--- src/sv/fcsg_pkg.sv ---
`default_nettype none
package fcsg_pkg;

   localparam int CoordBits   = 16;
   localparam int OutBits     = CoordBits + 1;
   localparam int RadBits     = 7;
   localparam int MaxRadius   = 127;
   localparam int MaxResults  = 64;
   localparam int RowsPerItem = MaxResults / 4;
   localparam int OffBits     = RadBits + 1;
   localparam int SqBits      = 2 * RadBits;
   localparam int SqrtSteps   = RadBits;
   localparam int StepBits    = $clog2(SqrtSteps);

   typedef enum logic [1:0] {
      SEG_BOTTOM = 2'd0,
      SEG_TOP    = 2'd1,
      SEG_LEFT   = 2'd2,
      SEG_RIGHT  = 2'd3
   } seg_kind_type;

   typedef struct packed {
      logic load;
      logic prep;
      logic sqrt_step;
      logic finish;
      logic advance;
      logic commit;
   } dp_cmd_type;

   typedef struct packed {
      logic active_next;
      logic empty_row;
      logic last_seg;
   } dp_status_type;

endpackage
`default_nettype wire

--- src/sv/filled_circle_span_generator.sv ---
`default_nettype none
// Fills a circle with line segments, one row offset per request. A request with
// start_circle set latches centre and radius and begins at offset zero; each
// later request handles the next offset until the offset reaches the radius,
// then the circle ends and further requests without start_circle give nothing.
// Each handled request emits four segments (bottom, top, left, right) for every
// half-width from the new one up to the previous one, at most sixteen
// half-widths, with last_of_row on the final segment and circle_done on all
// segments of the last offset. A request passes through accept, setup, the
// bit-pair square root unit and finish, then one segment per cycle is taken
// at the output while rsp_ready is high. One request is in flight at a time;
// the next request is taken once the last segment has been taken.
module filled_circle_span_generator (
   input  wire                                    clock,
   input  wire                                    reset,
   input  wire                                    req_valid,
   output logic                                   req_ready,
   input  wire                                    req_start_circle,
   input  wire signed [fcsg_pkg::CoordBits-1:0]   req_centre_x,
   input  wire signed [fcsg_pkg::CoordBits-1:0]   req_centre_y,
   input  wire        [fcsg_pkg::RadBits-1:0]     req_radius,
   output logic                                   rsp_valid,
   input  wire                                    rsp_ready,
   output logic signed [fcsg_pkg::OutBits-1:0]    rsp_x_start,
   output logic signed [fcsg_pkg::OutBits-1:0]    rsp_y_start,
   output logic signed [fcsg_pkg::OutBits-1:0]    rsp_x_end,
   output logic signed [fcsg_pkg::OutBits-1:0]    rsp_y_end,
   output logic                                   rsp_last_of_row,
   output logic                                   rsp_circle_done
);
   import fcsg_pkg::*;

   dp_cmd_type    cmd;
   dp_status_type status;

   fcsg_ctrl u_ctrl (
      .clock     (clock),
      .reset     (reset),
      .req_valid (req_valid),
      .req_ready (req_ready),
      .rsp_valid (rsp_valid),
      .rsp_ready (rsp_ready),
      .cmd       (cmd),
      .status    (status)
   );

   fcsg_dpath u_dpath (
      .clock            (clock),
      .reset            (reset),
      .cmd              (cmd),
      .status           (status),
      .req_start_circle (req_start_circle),
      .req_centre_x     (req_centre_x),
      .req_centre_y     (req_centre_y),
      .req_radius       (req_radius),
      .rsp_x_start      (rsp_x_start),
      .rsp_y_start      (rsp_y_start),
      .rsp_x_end        (rsp_x_end),
      .rsp_y_end        (rsp_y_end),
      .rsp_last_of_row  (rsp_last_of_row),
      .rsp_circle_done  (rsp_circle_done)
   );

endmodule
`default_nettype wire

--- src/sv/fcsg_dpath.sv ---
`default_nettype none
module fcsg_dpath (
   input  wire                                    clock,
   input  wire                                    reset,
   input  wire fcsg_pkg::dp_cmd_type              cmd,
   output fcsg_pkg::dp_status_type                status,
   input  wire                                    req_start_circle,
   input  wire signed [fcsg_pkg::CoordBits-1:0]   req_centre_x,
   input  wire signed [fcsg_pkg::CoordBits-1:0]   req_centre_y,
   input  wire        [fcsg_pkg::RadBits-1:0]     req_radius,
   output logic signed [fcsg_pkg::OutBits-1:0]    rsp_x_start,
   output logic signed [fcsg_pkg::OutBits-1:0]    rsp_y_start,
   output logic signed [fcsg_pkg::OutBits-1:0]    rsp_x_end,
   output logic signed [fcsg_pkg::OutBits-1:0]    rsp_y_end,
   output logic                                   rsp_last_of_row,
   output logic                                   rsp_circle_done
);
   import fcsg_pkg::*;

   logic                        active_ff, active_in;
   logic [OffBits-1:0]          offset_ff, offset_in;
   logic [OffBits-1:0]          prev_ff, prev_in;
   logic signed [CoordBits-1:0] cx_ff, cx_in;
   logic signed [CoordBits-1:0] cy_ff, cy_in;
   logic [RadBits-1:0]          rad_ff, rad_in;
   logic [RadBits-1:0]          k_ff, k_in;
   logic [SqBits-1:0]           rem_ff, rem_in;
   logic [SqBits-1:0]           root_ff, root_in;
   logic [SqBits-1:0]           bit_ff, bit_in;
   logic [OffBits-1:0]          last_h_ff, last_h_in;
   logic [OffBits-1:0]          h_ff, h_in;
   seg_kind_type                seg_ff, seg_in;
   logic                        done_ff, done_in;

   logic [RadBits-1:0]          sat_rad;
   logic [RadBits-1:0]          k_sel;
   logic [SqBits:0]             trial;
   logic [OffBits-1:0]          w;
   logic [OffBits:0]            w_lim;
   logic                        done_now;

   logic signed [OutBits-1:0]   cx_ext, cy_ext, h_ext, k_ext;

   always_comb begin
      sat_rad  = (req_radius > RadBits'(MaxRadius)) ? RadBits'(MaxRadius) : req_radius;
      k_sel    = (offset_ff > OffBits'(rad_ff)) ? rad_ff : offset_ff[RadBits-1:0];
      trial    = (SqBits + 1)'(root_ff) + (SqBits + 1)'(bit_ff);
      w        = root_ff[OffBits-1:0];
      w_lim    = (OffBits + 1)'(w) + (OffBits + 1)'(RowsPerItem);
      done_now = (k_ff == rad_ff);
   end

   assign status.active_next = req_start_circle | active_ff;
   assign status.empty_row   = (w > prev_ff);
   assign status.last_seg    = (seg_ff == SEG_RIGHT) && (h_ff == last_h_ff);

   always_comb begin
      active_in = active_ff;
      offset_in = offset_ff;
      prev_in   = prev_ff;
      cx_in     = cx_ff;
      cy_in     = cy_ff;
      rad_in    = rad_ff;
      k_in      = k_ff;
      rem_in    = rem_ff;
      root_in   = root_ff;
      bit_in    = bit_ff;
      last_h_in = last_h_ff;
      h_in      = h_ff;
      seg_in    = seg_ff;
      done_in   = done_ff;

      if (cmd.load && req_start_circle) begin
         cx_in     = req_centre_x;
         cy_in     = req_centre_y;
         rad_in    = sat_rad;
         offset_in = '0;
         prev_in   = OffBits'(sat_rad) + OffBits'(1);
         active_in = 1'b1;
      end

      if (cmd.prep) begin
         k_in    = k_sel;
         rem_in  = SqBits'(rad_ff) * SqBits'(rad_ff) - SqBits'(k_sel) * SqBits'(k_sel);
         root_in = '0;
         bit_in  = SqBits'(1) << (2 * (SqrtSteps - 1));
      end

      if (cmd.sqrt_step) begin
         if ((SqBits + 1)'(rem_ff) >= trial) begin
            rem_in  = rem_ff - trial[SqBits-1:0];
            root_in = (root_ff >> 1) + bit_ff;
         end else begin
            root_in = root_ff >> 1;
         end
         bit_in = bit_ff >> 2;
      end

      if (cmd.finish) begin
         h_in    = w;
         seg_in  = SEG_BOTTOM;
         done_in = done_now;
         if ((OffBits + 1)'(prev_ff) >= w_lim) begin
            last_h_in = w + OffBits'(RowsPerItem - 1);
         end else begin
            last_h_in = prev_ff;
         end
      end

      if (cmd.advance) begin
         if (seg_ff == SEG_RIGHT) begin
            seg_in = SEG_BOTTOM;
            h_in   = h_ff + OffBits'(1);
         end else begin
            seg_in = seg_kind_type'(seg_ff + 2'd1);
         end
      end

      if (cmd.commit) begin
         prev_in = w;
         if (done_now) begin
            active_in = 1'b0;
            offset_in = OffBits'(k_ff);
         end else begin
            offset_in = OffBits'(k_ff) + OffBits'(1);
         end
      end
   end

   always_ff @(posedge clock) begin
      if (reset) begin
         active_ff <= 1'b0;
         offset_ff <= '0;
         prev_ff   <= '0;
         cx_ff     <= '0;
         cy_ff     <= '0;
         rad_ff    <= '0;
      end else begin
         active_ff <= active_in;
         offset_ff <= offset_in;
         prev_ff   <= prev_in;
         cx_ff     <= cx_in;
         cy_ff     <= cy_in;
         rad_ff    <= rad_in;
      end
   end

   always_ff @(posedge clock) begin
      k_ff      <= k_in;
      rem_ff    <= rem_in;
      root_ff   <= root_in;
      bit_ff    <= bit_in;
      last_h_ff <= last_h_in;
      h_ff      <= h_in;
      seg_ff    <= seg_in;
      done_ff   <= done_in;
   end

   always_comb begin
      cx_ext = OutBits'(cx_ff);
      cy_ext = OutBits'(cy_ff);
      h_ext  = signed'(OutBits'(h_ff));
      k_ext  = signed'(OutBits'(k_ff));
      unique case (seg_ff)
         SEG_BOTTOM: begin
            rsp_x_start = cx_ext + k_ext;
            rsp_y_start = cy_ext + h_ext;
            rsp_x_end   = cx_ext - k_ext;
            rsp_y_end   = cy_ext + h_ext;
         end
         SEG_TOP: begin
            rsp_x_start = cx_ext + k_ext;
            rsp_y_start = cy_ext - h_ext;
            rsp_x_end   = cx_ext - k_ext;
            rsp_y_end   = cy_ext - h_ext;
         end
         SEG_LEFT: begin
            rsp_x_start = cx_ext - h_ext;
            rsp_y_start = cy_ext + k_ext;
            rsp_x_end   = cx_ext - h_ext;
            rsp_y_end   = cy_ext - k_ext;
         end
         SEG_RIGHT: begin
            rsp_x_start = cx_ext + h_ext;
            rsp_y_start = cy_ext + k_ext;
            rsp_x_end   = cx_ext + h_ext;
            rsp_y_end   = cy_ext - k_ext;
         end
         default: begin
            rsp_x_start = cx_ext;
            rsp_y_start = cy_ext;
            rsp_x_end   = cx_ext;
            rsp_y_end   = cy_ext;
         end
      endcase
      rsp_last_of_row = status.last_seg;
      rsp_circle_done = done_ff;
   end

endmodule
`default_nettype wire

--- src/sv/fcsg_ctrl.sv ---
`default_nettype none
module fcsg_ctrl (
   input  wire                      clock,
   input  wire                      reset,
   input  wire                      req_valid,
   output logic                     req_ready,
   output logic                     rsp_valid,
   input  wire                      rsp_ready,
   output fcsg_pkg::dp_cmd_type     cmd,
   input  wire fcsg_pkg::dp_status_type status
);
   import fcsg_pkg::*;

   typedef enum logic [4:0] {
      ST_IDLE = 5'b00001,
      ST_PREP = 5'b00010,
      ST_SQRT = 5'b00100,
      ST_FIN  = 5'b01000,
      ST_EMIT = 5'b10000
   } state_type;

   state_type           state_ff, state_in;
   logic [StepBits-1:0] step_cnt_ff, step_cnt_in;

   assign req_ready = (state_ff == ST_IDLE);
   assign rsp_valid = (state_ff == ST_EMIT);

   always_comb begin
      state_in    = state_ff;
      step_cnt_in = step_cnt_ff;
      cmd         = '0;
      unique case (state_ff)
         ST_IDLE: begin
            if (req_valid) begin
               cmd.load = 1'b1;
               if (status.active_next) begin
                  state_in = ST_PREP;
               end
            end
         end
         ST_PREP: begin
            cmd.prep    = 1'b1;
            step_cnt_in = StepBits'(SqrtSteps - 1);
            state_in    = ST_SQRT;
         end
         ST_SQRT: begin
            cmd.sqrt_step = 1'b1;
            if (step_cnt_ff == '0) begin
               state_in = ST_FIN;
            end else begin
               step_cnt_in = step_cnt_ff - StepBits'(1);
            end
         end
         ST_FIN: begin
            cmd.finish = 1'b1;
            if (status.empty_row) begin
               cmd.commit = 1'b1;
               state_in   = ST_IDLE;
            end else begin
               state_in = ST_EMIT;
            end
         end
         ST_EMIT: begin
            if (rsp_ready) begin
               cmd.advance = 1'b1;
               if (status.last_seg) begin
                  cmd.commit = 1'b1;
                  state_in   = ST_IDLE;
               end
            end
         end
         default: begin
            state_in = ST_IDLE;
         end
      endcase
   end

   always_ff @(posedge clock) begin
      if (reset) begin
         state_ff    <= ST_IDLE;
         step_cnt_ff <= '0;
      end else begin
         state_ff    <= state_in;
         step_cnt_ff <= step_cnt_in;
      end
   end

`ifndef SYNTHESIS
   a_commit_place: assert property (@(posedge clock) disable iff (reset)
      cmd.commit |-> (state_ff == ST_FIN) || ((state_ff == ST_EMIT) && rsp_ready))
      else $error("commit outside finish or final segment");

   a_sqrt_end: assert property (@(posedge clock) disable iff (reset)
      (state_ff == ST_SQRT) && (step_cnt_ff == '0) |=> (state_ff == ST_FIN))
      else $error("square root did not finish on last step");

   a_idle_item: assert property (@(posedge clock) disable iff (reset)
      req_valid && req_ready && !status.active_next |=> (state_ff == ST_IDLE))
      else $error("idle request started work");

   a_fin_exit: assert property (@(posedge clock) disable iff (reset)
      (state_ff == ST_FIN) |=> (state_ff == ST_IDLE) || (state_ff == ST_EMIT))
      else $error("bad exit from finish");
`endif

endmodule
`default_nettype wire

--- config.mk ---
export PLATFORM = sky130hd
export DESIGN_NAME = filled_circle_span_generator
export DESIGN_NICKNAME = d
export VERILOG_FILES = /design/src/sv/fcsg_pkg.sv /design/src/sv/filled_circle_span_generator.sv /design/src/sv/fcsg_dpath.sv /design/src/sv/fcsg_ctrl.sv
export SDC_FILE = /design/constraint.sdc
export NUM_CORES = 1
export LEC_CHECK = 0
export BUFFER_PORTS_ARGS = -buffer_cell sky130_fd_sc_hd__buf_4
export CAP_MARGIN = 20
export CORE_ASPECT_RATIO = 0.9
export CORE_UTILIZATION = 55
export CTS_CLUSTER_SIZE = 24
export DETAILED_ROUTE_END_ITERATION = 8
export PLACE_DENSITY = 0.74
export SLEW_MARGIN = 0
export SYNTH_ARGS = -nofsm -noshare
export SYNTH_HDL_FRONTEND = slang
export SYNTH_HIERARCHICAL = 1
export SYNTH_SLANG_ARGS = --single-unit
--- constraint.sdc ---
create_clock -name clock -period 13.1 [get_ports clock]
set_clock_uncertainty 0.2 [all_clocks]
set_input_delay 3.275 -clock clock [delete_from_list [all_inputs] [get_ports clock]]
set_output_delay 3.275 -clock clock [all_outputs]
set_load 0.1 [all_outputs]
---- Word level (Yosys, flattened, before mapping) ----
Index checks and enable logic that the tools add are counted.
cells by class
  add/sub/neg operators ................... 19
  $mul .................................... 2
  div/mod/pow operators ................... 0
  order comparisons ....................... 5
  equal/unequal tests ..................... 16
  shift-type cells ........................ 0
  muxes and demuxes ....................... 48
  bitwise operators ....................... 1
  reduce and logical (&&, ||, !) cells .... 12
operator list
  operator                                      count
  case mux 17 bit (3 select lines)              4
  two-way mux 14 bit                            6
  two-way mux 8 bit                             9
  adder 16 x 8 -> 17 bit                        2
  adder 16 x 9 -> 17 bit                        2
  subtractor 16 x 8 -> 17 bit                   2
  subtractor 16 x 9 -> 17 bit                   2
  two-way mux 5 bit                             6
  multiplier 7 x 7 -> 14 bit                    2
  subtractor 14 bit                             2
  case mux 5 bit (5 select lines)               1
  two-way mux 11 bit                            2
  adder 7 x 1 -> 8 bit (second input constant)  2
  adder 14 x 13 -> 15 bit                       1
  >= comparator 14 x 15 -> 1 bit                1
  adder 13 x 13 -> 14 bit                       1
  two-way mux 7 bit                             2
  two-way mux 1 bit                             11
  adder 8 x 5 -> 9 bit (second input constant)  1
  >= comparator 8 x 9 -> 1 bit                  1
  adder 8 x 1 -> 8 bit (second input constant)  1
  adder 8 x 4 -> 8 bit (second input constant)  1
  equality test 8 bit                           1
  > comparator 8 x 7 -> 1 bit                   1
  26 further kinds                              39
word-level totals
  bits in registers ....................... 125
  bits in latches ......................... 0
  bits in writable memories ............... 0
  ROM bits ................................ 0
  output and inout bits ................... 72
  logic and storage cells ................. 120
  memories ................................ 0

---- Longest topological paths before layout ----
Gate-level depths: netlist of the first run.
  depth in word-level cells ............... 7
  depth in mapped cells ................... 31
  depth with buffers taken out ............ 29

---- Modules after synthesis ----
The synthesis of the first run kept the hierarchy.
by module, submodules not included
  module      instances  cells each  area each (µm²)
  fcsg_dpath  1          1789        14355.0
  fcsg_ctrl   1          50          427.9

---- Worst setup path before layout of the first run ----
OpenSTA, ideal clock, no wires.
  path kind ............................... register -> output
  start point ............................. reg u_dpath.h_ff[0]
  end point ............................... out rsp_x_end[8] (netlist bit)
  data arrival time ....................... 4.548 ns
  setup slack ............................. 5.077 ns
  cell stages (with the launch flop) ...... 12
  path buffers ............................ 0
  path through ............................ dfxtp_1 > ha_1 > inv_1 > fa_1 > a21o_1 > a21oi_1 > o21bai_1 > a2111oi_1 > o21ai_0 > o21ai_0 > nor2_1 > o21ai_0
on the way
  cells in the longest elaborated chain, start to end .. 2
  elaborated cells on any way between the ends .. 3
  those cells by class .................... add/sub: 2; mux: 1
RTL lines
  element                                                                RTL line                              source
  from (decl)                                                            fcsg_dpath.sv:31                      logic [OffBits-1:0] h_ff, h_in;
  from (signal assigned)                                                 fcsg_dpath.sv:154                     h_ff <= h_in;
  adder 16 x 9 -> 17 bit or subtractor 16 x 9 -> 17 bit (tied branches)  fcsg_dpath.sv:186, fcsg_dpath.sv:180
  case mux 17 bit (3 select lines) *                                     fcsg_dpath.sv:164                     unique case (seg_ff)
  to (decl)                                                              filled_circle_span_generator.sv:26    output logic signed [fcsg_pkg::OutBits-1:0] rsp_x_end,
Every way passes the cells marked *; elsewhere a longest branch is shown, timed or not.

---- Worst setup path in the final report of the first run ----
  start point ............................. reg u_dpath.rad_ff[1]
  end point ............................... reg u_dpath.rem_ff[13]
on the way
  cells in the longest elaborated chain, start to end .. 7
  elaborated cells on any way between the ends .. 8
  those cells by class .................... add/sub: 1; mul: 2; order compare: 1; mux: 4
RTL lines
  element                       RTL line           source
  from (decl)                   fcsg_dpath.sv:25   logic [RadBits-1:0] rad_ff, rad_in;
  from (signal assigned)        fcsg_dpath.sv:144  rad_ff <= rad_in;
  > comparator 8 x 7 -> 1 bit   fcsg_dpath.sv:46   k_sel = (offset_ff > OffBits'(rad_ff)) ? rad_ff : offset_ff[RadBits-1:0];
  two-way mux 7 bit             fcsg_dpath.sv:46
  multiplier 7 x 7 -> 14 bit    fcsg_dpath.sv:84   rem_in = SqBits'(rad_ff) * SqBits'(rad_ff) - SqBits'(k_sel) * SqBits'(k_sel);
  subtractor 14 bit *           fcsg_dpath.sv:84
  two-way mux 14 bit *          fcsg_dpath.sv:82   if (cmd.prep) begin
  two-way mux 14 bit            fcsg_dpath.sv:90   if ((SqBits + 1)'(rem_ff) >= trial) begin
  two-way mux 14 bit *          fcsg_dpath.sv:89   if (cmd.sqrt_step) begin
  named net u_dpath.rem_in[13]  fcsg_dpath.sv:27   logic [SqBits-1:0] rem_ff, rem_in;
  to (signal assigned)          fcsg_dpath.sv:150  rem_ff <= rem_in;
  to (decl)                     fcsg_dpath.sv:27
Mark *: on every way through the listed nets, which the timed path passes. The rest lies on a longest branch.
A chain may end at the register's enable or synchronous reset.

==> metrics.yaml, run 1 <==
floorplanning:
  fp-row-count: 56
  die_area_um2: 27540
  die_x_um: 174.8
  die_h_um: 157.5
  core_um2: 26210
  ios: 116
  initial_core_util: 0.5641
synth:
  yosys-top-cells-area: "ha_1 (15%), dfxtp_1 (12%), fa_1 (8.3%)"
  post_synth.cell_area_avg_um2: 8.039
  synth_adder_area_share: 0.2282
  synth_cell_types: 92
  synth-xor-area-share: 0.08650
  synth.mux.area_fraction: 0.02116
  synth_warnings: 6
  synth-compound-area-share: 0.2218
  synth_most_common_cell: "nand2_1"
  ys_ff_latch: 125
  synth_top_area_share: 0.1456
  synth_top_family_by_area: "adder cells"
  async_flop_share: 0
  synth_flop_cell: "dfxtp_1"
  synth_commonest_cells: "nand2_1 (202), ha_1 (172), inv_1 (171)"
  synthesis.nets: 2116
  yosys.area.top_type: "ha_1"
  syn_area_um2: 14780
  synth_edf_count: 38
  yosysSeqAreaShare: 0.1950
  postSynthCellCount: 1839
  synth-simple-area-share: 0.1769
cts:
  clk_pin_slew_ns: 0.07
  cts_setup_buffers: 0
  root_buffer: "clkbuf_16"
  cts.sinks: 125
  clockBufferDepth: 2
  cts_hold_buffers: 0
  cts_max_level: 4
  clk-insertion-delay-late_ns: 0.43
  cts_tree: "built"
  cts_buffers: 17
  cts_resized: 0
placement:
  dp_hpwl_mm: 30.27
  place_ws_ns: 4.642
  gp_congestion: 0.9522
  port_buffers: 115
grt:
  grt_pass1_vias: 12840
  grt_overflow: 0
  grt_first_pass_wirelength_mm: 65.27
  antenna_found_initial: 1
  grt_usage: 0.2965
  grt_max_degree: 65
pwr:
  total_power_uw: 1842
  leakagePower_uw: 0.007283
  p_per_area_nw_per_um2: 112.0
  irDropWorstVdd_uv: 155.1
final_layout:
  regArea_um2: 2883
  syn_to_final_growth_pct: 11.20
  fillers: 2329
  multi_input_area_um2: 10880
  diodes: 0
  layout-drive-gt1-share: 0.1112
  nNetsFinal: 2170
  final_util: 0.6273
setup_path:
  cp-start-kind: "flip-flop"
  critical_path_class: "flip-flop to flip-flop"
  critPathTopFamily: "adder cells"
  critPathArrivalTime_ns: 8.66
  max_stage_delay_ns: 0.76
  crit_path_frequent_cell: "fa_1"
  crit_slowest_cell: "a311oi_4"
  required_ns: 13.24
  path_max_fanout: 16
  cp-end-kind: "flip-flop"
  crit_buf_inv: 4
timing:
  min_period_ns: 8.516
  slew_viol_final: 0
  worst_pin_slew_ns: 0.9159
  setup_viol: 0
  final.setup.tns_ns: 0
  rsz0062_at_grt: "false"
  fin_crit_sh: 0.6500
  slew-limit-headroom: 0.3830
  worst_hold_slack_ns: 0.2912
  hold_violations: 0
  fmax_mhz: 117.4
  postLayoutSetupSlackWorst_ns: 4.584
status:
  status: "complete, no violations"
routing:
  route.detailed.drc: 0
  firstDrtPassIters: 7
  vias: 13313
  wire_per_inst_um: 17.74
  drt_iter0_markers: 1100
  ant_nets: 0
  wirelength_mm: 39.99
  viasPerCell: 5.906
hold_path:
  min_path_type: "flip-flop to flip-flop"
run:
  max-cap-violations: 0
[cell type report]
type                       instances  area share
clock buffer                      23     0.02976
timing repair buffer             125     0.05861
clock inverter                     9    0.007992
multi-input combinational       1450      0.6620
tap                              348     0.02649
inverter                         174     0.03981
sequential                       125      0.1754
[stage by stage]
stage	cells	area, µm²
finish	2254	16440
global route	2254	16440
CTS	2252	16400
detailed placement	2220	15780
global placement	2219	15770
floorplan	1839	14780
[per-layer routing]
metal / vias to the layer above / GRT usage / wire [µm]
li1: 6482 / - / -
met5: - / 0 / 13
met3: 58 / 0.03720 / 2617
met2: 441 / 0.4940 / 18580
met4: 2 / 0.09110 / 694
met1: 6330 / 0.4001 / 18090
[flip-flops by register name, indices dropped and copies added, names as in the netlist]
| signal | count |
|---|---|
| u_dpath/rem_ff | 14 |
| u_dpath/seg_ff | 2 |
| u_dpath/h_ff | 8 |
| u_dpath/cy_ff | 16 |
| u_dpath/root_ff | 14 |
| u_dpath/cx_ff | 16 |
| u_dpath/active_ff | 1 |
| u_dpath/k_ff | 7 |
| u_ctrl/state_ff | 5 |
| u_dpath/bit_ff | 7 |
| u_dpath/rad_ff | 7 |
| u_ctrl/step_cnt_ff | 3 |
| u_dpath/offset_ff | 8 |
| u_dpath/last_h_ff | 8 |
| u_dpath/rsp_circle_done | 1 |
| u_dpath/prev_ff | 8 |
[kinds of logic after synthesis]
logic type      count (synthesis)
mux                            31
simple gates                  558
compound gates                481
fa+ha+maj                     233
flops                         125
xor+xnor                      146
buf+inv                       264
other cells                     1
[placed cells by master (no fill, tap or decap), drive strengths merged, types with 22 or more instances in the layout]
| cell | Yosys | final |
|---|---|---|
| inv | 172 | 173 |
| nor3 | 27 | 27 |
| fa | 61 | 61 |
| clkbuf | 70 | 23 |
| a21oi | 144 | 144 |
| o21a | 22 | 22 |
| a211oi | 26 | 26 |
| mux2i | 29 | 29 |
| nor2b | 26 | 26 |
| dfxtp | 87 | 87 |
| nand3 | 28 | 28 |
| a21o | 29 | 29 |
| ha | 172 | 172 |
| xnor2 | 97 | 97 |
| edfxtp | 38 | 38 |
| o21ai | 92 | 92 |
| nor2 | 152 | 152 |
| buf | 20 | 125 |
| xor2 | 49 | 49 |
| nand2 | 203 | 203 |
[final timing paths]
check,startpoint,to,cells past startpoint,slack [ns]
max,u_dpath/rad_ff[1]$_SDFFE_PP0P_,u_dpath/rem_ff[13]$_DFF_P_,26,4.58
min,u_ctrl/step_cnt_ff[2]$_SDFFE_PP0P_,u_ctrl/step_cnt_ff[2]$_SDFFE_PP0P_,1,0.29
max reg2reg,u_dpath/rad_ff[1]$_SDFFE_PP0P_,u_dpath/rem_ff[13]$_DFF_P_,26,4.58
min reg2reg,u_ctrl/step_cnt_ff[2]$_SDFFE_PP0P_,u_ctrl/step_cnt_ff[2]$_SDFFE_PP0P_,1,0.29
[power breakdown]
part	switching [µW]	total (µW)	internal [µW]	leakage, µW
Clock	190	511	321	0.000295
Sequential	41.1	472	431	0.00104
Combinational	549	859	310	0.00595
Total	780	1840	1060	0.00728
Note: power is estimated with default switching activity, not from simulation.
==> run 2, diff against run 1 <==
--- a/config.mk
+++ b/config.mk
@@ -11,7 +11,7 @@
 export CORE_UTILIZATION = 55
 export CTS_CLUSTER_SIZE = 24
 export DETAILED_ROUTE_END_ITERATION = 8
-export PLACE_DENSITY = 0.74
+export PLACE_DENSITY = 0.77
 export SLEW_MARGIN = 0
 export SYNTH_ARGS = -nofsm -noshare
 export SYNTH_HDL_FRONTEND = slang
==> constraint.sdc (replaced) <==
create_clock -name clock -period 6.9 [get_ports clock]
set_clock_uncertainty 0.2 [all_clocks]
set_input_delay 1.725 -clock clock [delete_from_list [all_inputs] [get_ports clock]]
set_output_delay 1.725 -clock clock [all_outputs]
set_load 0.1 [all_outputs]
==> metrics.yaml, run 2 (synthesis gave the netlist of run 1 again) <==
setup_path:
  startpoint: "u_dpath/rad_ff[6]$_SDFFE_PP0P_"
  required_ns: 7.06
  critPathArrivalTime_ns: 7.23
  crit_path_frequent_cell: "fa_1"
  cp-end-kind: "flip-flop"
  path_max_fanout: 8
  reg2reg_depth: 28
  worstSetupEndpoint: "u_dpath/rem_ff[13]$_DFF_P_"
  crit_buf_inv: 7
  reg2reg_slack_ns: -0.17
  cp-start-kind: "flip-flop"
  critical_path_class: "flip-flop to flip-flop"
  crit_slowest_cell: "fa_1"
  max_stage_delay_ns: 0.59
  reg2reg_from: "u_dpath/rad_ff[6]$_SDFFE_PP0P_"
  critPathTopFamily: "adder cells"
  r2r-end: "u_dpath/rem_ff[13]$_DFF_P_"
  path_depth: 28
grt:
  antenna_found_initial: 0
  grt_first_pass_wirelength_mm: 66.96
  grt_max_degree: 65
  grt_overflow: 0
  grt_pass1_vias: 13225
  grt_usage: 0.3040
routing:
  wirelength_mm: 41.29
  route.detailed.drc: 0
  vias: 13686
  viasPerCell: 5.897
  drt_iter0_markers: 1286
  wire_per_inst_um: 17.79
  ant_nets: 0
  firstDrtPassIters: 6
pwr:
  p_per_area_nw_per_um2: 208.2
  irDropWorstVdd_uv: 275.7
  total_power_uw: 3583
  leakagePower_uw: 0.007656
final_layout:
  layout-drive-gt1-share: 0.1693
  largest_registers: "u_dpath/cx_ff: 16 flops, u_dpath/cy_ff: 16 flops"
  nNetsFinal: 2237
  diodes: 0
  syn_to_final_growth_pct: 16.39
  final_common_cell: "nand2_1"
  mostFrequentLayoutCells: "nand2_1 (199), buf_4 (185), ha_1 (161)"
floorplanning:
  initial_core_util: 0.5641
  ios: 116
  core_um2: 26210
  die_area_um2: 27540
  fp-row-count: 56
  die_x_um: 174.8
  die_h_um: 157.5
timing:
  worst_pin_slew_ns: 1.061
  hold_violations: 0
  slew-limit-headroom: 0.2925
  final.setup.tns_ns: -0.3625
  fmax_mhz: 141.4
  rsz0062_at_grt: "true"
  postLayoutSetupSlackWorst_ns: -0.1713
  slew_viol_final: 0
  fin_crit_sh: 1.025
  min_period_ns: 7.071
  setup_viol: 3
status:
  violations: "setup timing"
  status: "complete, but fails checks"
placement:
  port_buffers: 115
  dp_hpwl_mm: 31.27
  gp_congestion: 0.9486
cts:
  clk_pin_slew_ns: 0.06
  clk-insertion-delay-late_ns: 0.44
  cts.sinks: 125
  cts_max_level: 4
  cts_hold_buffers: 0
  cts_buffers: 17
  root_buffer: "clkbuf_16"
  cts_tree: "built"
  clockBufferDepth: 2
hold_path:
  min_path_type: "flip-flop to flip-flop"
run:
  max-cap-violations: 0
[run 2: power by group]
group / internal (µW) / switching [µW]
sequential: 819 / 73.0
combinational: 679 / 1100
clock: 539 / 377
[run 2: cell type report]
class,instances,area [µm²]
multi-input combinational,1450,11140
fill,2200,9000
inverter,174,664.4
clock inverter,14,156.4
clock buffer,18,429.2
timing repair buffer,192,1488
sequential,125,2893
tap,348,435.4
[run 2: worst register-to-register path, delay by kind of cell, from the launching register on]
kind	cells	cell delay (ns)
adder cells (fa/ha/maj)	8	3.43
AO/OA/AOI/OAI	7	1.30
AND/OR/NAND/NOR	6	1.11
buffers and inverters	7	0.60
flip-flops	1	0.35
[run 2: worst min-delay path by stage]
stage,from,endpoint,cells past startpoint
floorplan,u_ctrl/step_cnt_ff[2]$_SDFFE_PP0P_,u_ctrl/step_cnt_ff[2]$_SDFFE_PP0P_,1
CTS,u_ctrl/step_cnt_ff[2]$_SDFFE_PP0P_,u_ctrl/step_cnt_ff[2]$_SDFFE_PP0P_,1
finish,u_ctrl/step_cnt_ff[2]$_SDFFE_PP0P_,u_ctrl/step_cnt_ff[2]$_SDFFE_PP0P_,1
global placement,u_ctrl/step_cnt_ff[2]$_SDFFE_PP0P_,u_ctrl/step_cnt_ff[2]$_SDFFE_PP0P_,1
global route,u_dpath/rem_ff[0]$_DFF_P_,u_dpath/rem_ff[0]$_DFF_P_,2
detailed placement,u_ctrl/step_cnt_ff[2]$_SDFFE_PP0P_,u_ctrl/step_cnt_ff[2]$_SDFFE_PP0P_,1
[run 2: stage by stage]
| stage | area [µm²] | worst slack (ns) | util | cells | hold WS (ns) |
|---|---|---|---|---|---|
| floorplan | 14990 | -0.1751 | - | 1839 | 0.2553 |
| global placement | 16340 | -0.07927 | 0.6237 | 2273 | 0.2713 |
| detailed placement | 16340 | -0.2235 | 0.6237 | 2273 | 0.2771 |
| CTS | 17060 | -0.1270 | 0.6510 | 2315 | 0.2897 |
| global route | 17210 | -0.3769 | 0.6566 | 2321 | 0.3367 |
| finish | 17210 | -0.1713 | 0.6566 | 2321 | 0.2994 |
[run 2: routing by layer]
| metal | GRT usage | routed length (µm) |
|---|---|---|
| met5 | 0 | 0 |
| met4 | 0.08696 | 856 |
| met3 | 0.05266 | 2625 |
| met1 | 0.4090 | 18720 |
| met2 | 0.4998 | 19090 |
[run 2: repair_timing]
| item | CTS | global route |
|---|---|---|
| hold endpoints to repair | 0 | 0 |
| pin swaps | 16 | 15 |
| setup endpoints to repair | 3 | 6 |
| setup buffers | 10 | 4 |
| resized for setup | 15 | 25 |
